--- config.mk ---
export PLATFORM = sky130hd
export DESIGN_NAME = lc3_ram
export DESIGN_NICKNAME = d
export VERILOG_FILES = /design/src/rtl/lc3_ram.sv
export SDC_FILE = /design/constraint.sdc
export NUM_CORES = 2
export LEC_CHECK = 0
export ABC_AREA = 0
export BUFFER_PORTS_ARGS = -buffer_cell sky130_fd_sc_hd__buf_2
export CORE_MARGIN = 5
export CORE_UTILIZATION = 40
export CTS_CLUSTER_SIZE = 24
export DETAILED_ROUTE_END_ITERATION = 12
export MAX_ROUTING_LAYER = met4
export PLACE_DENSITY = 0.51
export SYNTH_ARGS = -nofsm -noshare
export SYNTH_HDL_FRONTEND = slang
export SYNTH_SLANG_ARGS = --single-unit
--- constraint.sdc ---
create_clock -name clk -period 4.1 [get_ports clk]
set_input_delay 0.615 -clock clk [delete_from_list [all_inputs] [get_ports clk]]
set_output_delay 0.615 -clock clk [all_outputs]
set_load 0.005 [all_outputs]
--- src/rtl/lc3_ram.sv ---
// ----------------------------------------------------------------------------
// lc3_ram
// Generic synchronous RAM: one write port, one read port, read data
// registered.
// ----------------------------------------------------------------------------
module lc3_ram #(
  parameter int WIDTH = 16,
  parameter int DEPTH = 256,
  localparam int AW = $clog2(DEPTH)
) (
  input  logic             clk,
  input  logic             we,
  input  logic [AW-1:0]    waddr,
  input  logic [WIDTH-1:0] wdata,
  input  logic [AW-1:0]    raddr,
  output logic [WIDTH-1:0] rdata
);

  logic [WIDTH-1:0] mem_r [DEPTH];
  logic [WIDTH-1:0] rdata_r;

  always_ff @(posedge clk) begin
    if (we) begin
      mem_r[waddr] <= wdata;
    end
    rdata_r <= mem_r[raddr];
  end

  assign rdata = rdata_r;

endmodule
==> Yosys cells after proc, flatten, opt, wreduce, memory -nomap -nowiden <==
Memories as Yosys holds them, arrays and structs flattened. A register that Yosys moved wholly into a read port is not among the register bits.
Index checks and enable logic that the tools add are counted.
{ "totals": {"out_inout_bits": 16, "register_bits": 0, "mem_count": 1, "in_bits": 34, "wordCells": 3, "mem_bits_rw": 4096} }
{ "classes": {"n_mux": 2} }
{ "mem_list": {"columns": ["name", "depth", "word_bits", "read_ports", "rd_ports_with_merged_regs", "wr", "line", "rtl"], "rows": [
  ["mem_r", 256, 16, 1, 1, 1, "19", "logic [WIDTH-1:0] mem_r [DEPTH];"]
]} }
{ "op_table": {"columns": ["operator", "n"], "rows": [
  ["1-bit 2-to-1 mux", 2]
]} }

==> Longest topological paths before layout <==
{ "logic_depth": {"ltp_word": 2, "ltp_mapped": 12, "depth_no_buf": 6} }

==> Least setup slack after synthesis <==
Ideal clock, no wire load.
{ "synth_timing": {"path_kind": "input to register", "startpoint": "input port waddr[3]", "endpoint": "memory mem_r[235][0] (enable)", "cell_stages": 6, "setup_ns": 0.388, "n_path_buf": 3, "required_time_ns": 3.712, "arrival_time_ns": 2.392, "setup_slack_ns": 1.320, "path_cell_list": "clkbuf_1 nor2b_1 clkbuf_1 nand4_1 clkbuf_1 nor2_1"} }
{ "synth_rtl": {"columns": ["item", "line", "rtl"], "rows": [
  ["from (decl)", "13", "input logic [AW-1:0] waddr,"],
  ["to (decl)", "19", null]
]} }
No word-level cell before the write port.

==> impl_results.rst <==
.. list-table::
   :header-rows: 1

   * - Metric
     - Value
   * - Clock sinks
     - 4,112
   * - Post-CTS setup buffers
     - 0
   * - Start-to-end type of the worst setup path
     - input port to flip-flop
   * - Via density per instance
     - 5.795
   * - Static leakage power
     - 58.87 nW
   * - Mean routed wirelength per cell
     - 33.25 um
   * - Detailed placement HPWL
     - 283,000 um
   * - Number of buffers inserted during clock tree synthesis
     - 438
   * - Initial antenna violation count
     - 22
   * - Vertical die dimension
     - 639.9 um
   * - Source-to-sink clock delay at the later pin of the worst-skew pair
     - 1.01 ns
   * - Netlist Area Pre-Place
     - 158,700 sq um
   * - CTS H-tree depth
     - 5
   * - FF+latch area
     - 123,300 sq um
   * - Clock root buffer master
     - sky130_fd_sc_hd__clkbuf_16
   * - Area added between synthesis and finish
     - 16.14%
   * - Top-area cell type share of the netlist area
     - 77.50%
   * - Number of synthesis warnings
     - 0
   * - Result of the run
     - complete, no violations
   * - Number of buffers between clock root and the deepest sink
     - 4
   * - Vias in the first global route
     - 78,990
   * - Vias post-DR
     - 79,590
   * - Pre-antenna DRT Iters
     - 6
   * - Mean area per synthesized cell
     - 21.56 sq um
   * - Final hold violation count
     - 0
   * - Initial detailed-routing violation count
     - 8,864
   * - Setup repair after global routing missed its margin
     - false
   * - Transition time at the pin with the least slew margin
     - 1.205 ns
   * - Fmax achieved
     - 293.3 MHz
   * - Number of instances in the synthesized netlist
     - 7,360
   * - Post-layout min period
     - 3.410 ns
   * - Setup violation total in the final timing report
     - 0
   * - Flops & latches, synth
     - 4,112
   * - Critical Path Sink Type
     - flip-flop
   * - Total GRT Usage
     - 22.62%
   * - Cell count of the worst hold path
     - 1
   * - Area of placed instances
     - 170,100 sq um
   * - Number of routed nets with antenna violations
     - 0
   * - Site Rows
     - 231
   * - Crit path arrival time
     - 4.29 ns
   * - Post-route standard cell area excluding fillers
     - 184,300 sq um
   * - Total Die Area
     - 409,500 sq um
   * - Fraction of layout instances using a drive strength above 1
     - 28.42%
   * - Detailed-route wire length
     - 456,600 um
   * - Fillers
     - 32,650
   * - Core outline area
     - 395,700 sq um
   * - GPL Wtd Cong
     - 0.8470
   * - Power per unit of standard cell area
     - 489.8 nW/um^2
   * - Largest net degree at the start of global routing
     - 118
   * - Class of the tightest hold or removal check
     - input port to flip-flop
   * - Clock transition at path regs
     - 0.06 ns
   * - Initial core utilization
     - 40.11%
   * - Post-layout total power
     - 90.28 mW
   * - Layout Utilization
     - 46.59%
   * - Final hold slack
     - 0.1091 ns
   * - Most frequent cell after synthesis
     - sky130_fd_sc_hd__edfxtp_1
   * - Seq/Total Area, Yosys
     - 77.70%
   * - Post-synthesis cell type with the largest combined area
     - sky130_fd_sc_hd__edfxtp_1
   * - First-pass GRT wire length
     - 635,200 um
   * - Post-synthesis async set-or-reset flop share
     - 0%
   * - Resize count post-CTS
     - 0
   * - Count of cells along the worst register-to-register path
     - 7
   * - Io pins
     - 50
   * - Crit share post-route
     - 83.16%
   * - Residual DRC count
     - 0
   * - Top flip-flop cell by instance count after synthesis
     - sky130_fd_sc_hd__edfxtp_1
   * - Hold buffer count at cts
     - 0
   * - Footprint of the multi-input gates
     - 33,110 sq um
   * - Port Buffer Count
     - 49
   * - Max-cap check violation count
     - 0
   * - Slew HR
     - 18.96%
   * - Number of enable flip-flop cells after synthesis
     - 4,096
   * - Leading post-synthesis cells by instance count
     - sky130_fd_sc_hd__edfxtp_1 (4,096), sky130_fd_sc_hd__mux4_2 (797), sky130_fd_sc_hd__mux2i_1 (565)
   * - Kind of start point of the critical path
     - input port
   * - Final nets
     - 8,148
   * - Cells taking the most area after synthesis
     - sky130_fd_sc_hd__edfxtp_1 (77%), sky130_fd_sc_hd__mux4_2 (11%), sky130_fd_sc_hd__mux2i_1 (3.6%)
   * - Worst EP required
     - 4.98 ns
   * - Clock tree from TritonCTS
     - yes
   * - Unique masters post-synth
     - 52
   * - Post-route clock skew
     - 0.05369 ns
   * - Critical path fanouts, max
     - 19
   * - Worst vdd ir
     - 0.0003658 V
   * - Horizontal die dimension
     - 639.9 um
   * - Worst R2R Setup Slack
     - 0.78 ns
   * - Post-Synthesis Net Count
     - 7,394
   * - Final Slew Violations
     - 0
   * - Congestion Overflow GR
     - 0
[state kept, by name, indices dropped and copies added (netlist names)]
register	count
rdata	16
mem_r	4096
[worst max-delay path, stage by stage]
cell and delay, ns:
sky130_fd_sc_hd__buf_12 0.19, sky130_fd_sc_hd__buf_12 0.19, sky130_fd_sc_hd__buf_4 0.32, sky130_fd_sc_hd__mux4_2 0.54
sky130_fd_sc_hd__mux2_2 0.28, sky130_fd_sc_hd__a22oi_1 0.63, sky130_fd_sc_hd__nand2_1 0.18, sky130_fd_sc_hd__o32ai_1 0.93
sky130_fd_sc_hd__buf_4 0.25, sky130_fd_sc_hd__nor4_1 0.05
[routing by layer]
metal | GRT usage (%) | wire length, um | vias to the layer above
li1 | - | - | 32870
met1 | 31.77 | 195900 | 43310
met2 | 35.55 | 219700 | 2856
met3 | 3.371 | 30890 | 548
met4 | 4.561 | 10030 | 0
met5 | - | 0 | -
[worst paths after layout]
path | from | to
max | raddr[0] | rdata[8]
min | wdata[8] | mem_r[84][8]
max reg2reg | mem_r[1][8] | rdata[8]
min reg2reg | mem_r[234][1] | rdata[1]
[cell families after synthesis]
logic type / after synthesis / synth area share, %
mux: 1450 / 15.50
buf+inv: 456 / 1.693
simple gates: 556 / 1.574
flops: 4112 / 77.70
compound gates: 786 / 3.537
[final cells by class]
class | count | area share [%]
antenna | 10 | 0.01358
clock buffer | 504 | 6.098
clock inverter | 304 | 1.602
inverter | 4 | 0.01493
multi-input combinational | 2792 | 17.96
sequential | 4112 | 66.90
tap | 5242 | 3.558
timing repair buffer | 766 | 3.849
[per-stage QoR]
| stage | setup slack (ns) | TNS (ns) | std cells |
|---|---|---|---|
| after global routing | 0.6003 | 0 | 13730 |
| after floorplan | 1.320 | 0 | 7360 |
| final | 0.6904 | 0 | 13730 |
| after detailed placement | -0.3578 | -0.7109 | 12920 |
| after global placement | -0.4487 | -1.110 | 12920 |
| after CTS | 0.7242 | 0 | 13720 |
[cells in the final DEF, fill, tap and decap left out, types with 7 or more instances in the layout]
cell / netlist / routed
sky130_fd_sc_hd__nand3_1: 35 / 26
sky130_fd_sc_hd__o32ai_1: 20 / 20
sky130_fd_sc_hd__buf_4: 26 / 617
sky130_fd_sc_hd__buf_2: 76 / 28
sky130_fd_sc_hd__inv_6: 0 / 8
sky130_fd_sc_hd__mux2i_1: 565 / 565
sky130_fd_sc_hd__mux2_2: 88 / 88
sky130_fd_sc_hd__nor2_2: 0 / 118
sky130_fd_sc_hd__clkinv_1: 0 / 132
sky130_fd_sc_hd__nor2b_1: 9 / 9
sky130_fd_sc_hd__a211oi_1: 18 / 18
sky130_fd_sc_hd__a22o_1: 32 / 32
sky130_fd_sc_hd__and3_1: 11 / 11
sky130_fd_sc_hd__nand2_1: 38 / 37
sky130_fd_sc_hd__edfxtp_1: 4096 / 4096
sky130_fd_sc_hd__clkinv_2: 0 / 91
sky130_fd_sc_hd__a22oi_1: 43 / 43
sky130_fd_sc_hd__o31ai_1: 16 / 16
sky130_fd_sc_hd__nand3_2: 0 / 9
sky130_fd_sc_hd__clkinv_16: 0 / 9
sky130_fd_sc_hd__o21ai_0: 37 / 37
sky130_fd_sc_hd__clkinvlp_4: 0 / 7
sky130_fd_sc_hd__nor4_1: 17 / 16
sky130_fd_sc_hd__dfxtp_1: 16 / 16
sky130_fd_sc_hd__nand4_1: 26 / 26
sky130_fd_sc_hd__buf_12: 5 / 102
sky130_fd_sc_hd__mux4_2: 797 / 797
sky130_fd_sc_hd__bufinv_16: 0 / 49
sky130_fd_sc_hd__clkbuf_1: 230 / 64
sky130_fd_sc_hd__clkbuf_16: 0 / 439
sky130_fd_sc_hd__diode_2: 0 / 10
sky130_fd_sc_hd__a21oi_1: 175 / 175
sky130_fd_sc_hd__nor3_1: 92 / 90
sky130_fd_sc_hd__nor2_1: 304 / 185
sky130_fd_sc_hd__o22ai_1: 148 / 148
sky130_fd_sc_hd__buf_8: 11 / 17
sky130_fd_sc_hd__a221oi_1: 28 / 28
sky130_fd_sc_hd__o221ai_1: 252 / 252
[report_power, final]
group          leakage, nW  internal (mW)  switching (mW)
registers             36.9           46.3          0.0807
logic                 15.0           1.65            3.05
clock network         6.95           22.7            16.5
(Power assumes the default switching activity.)
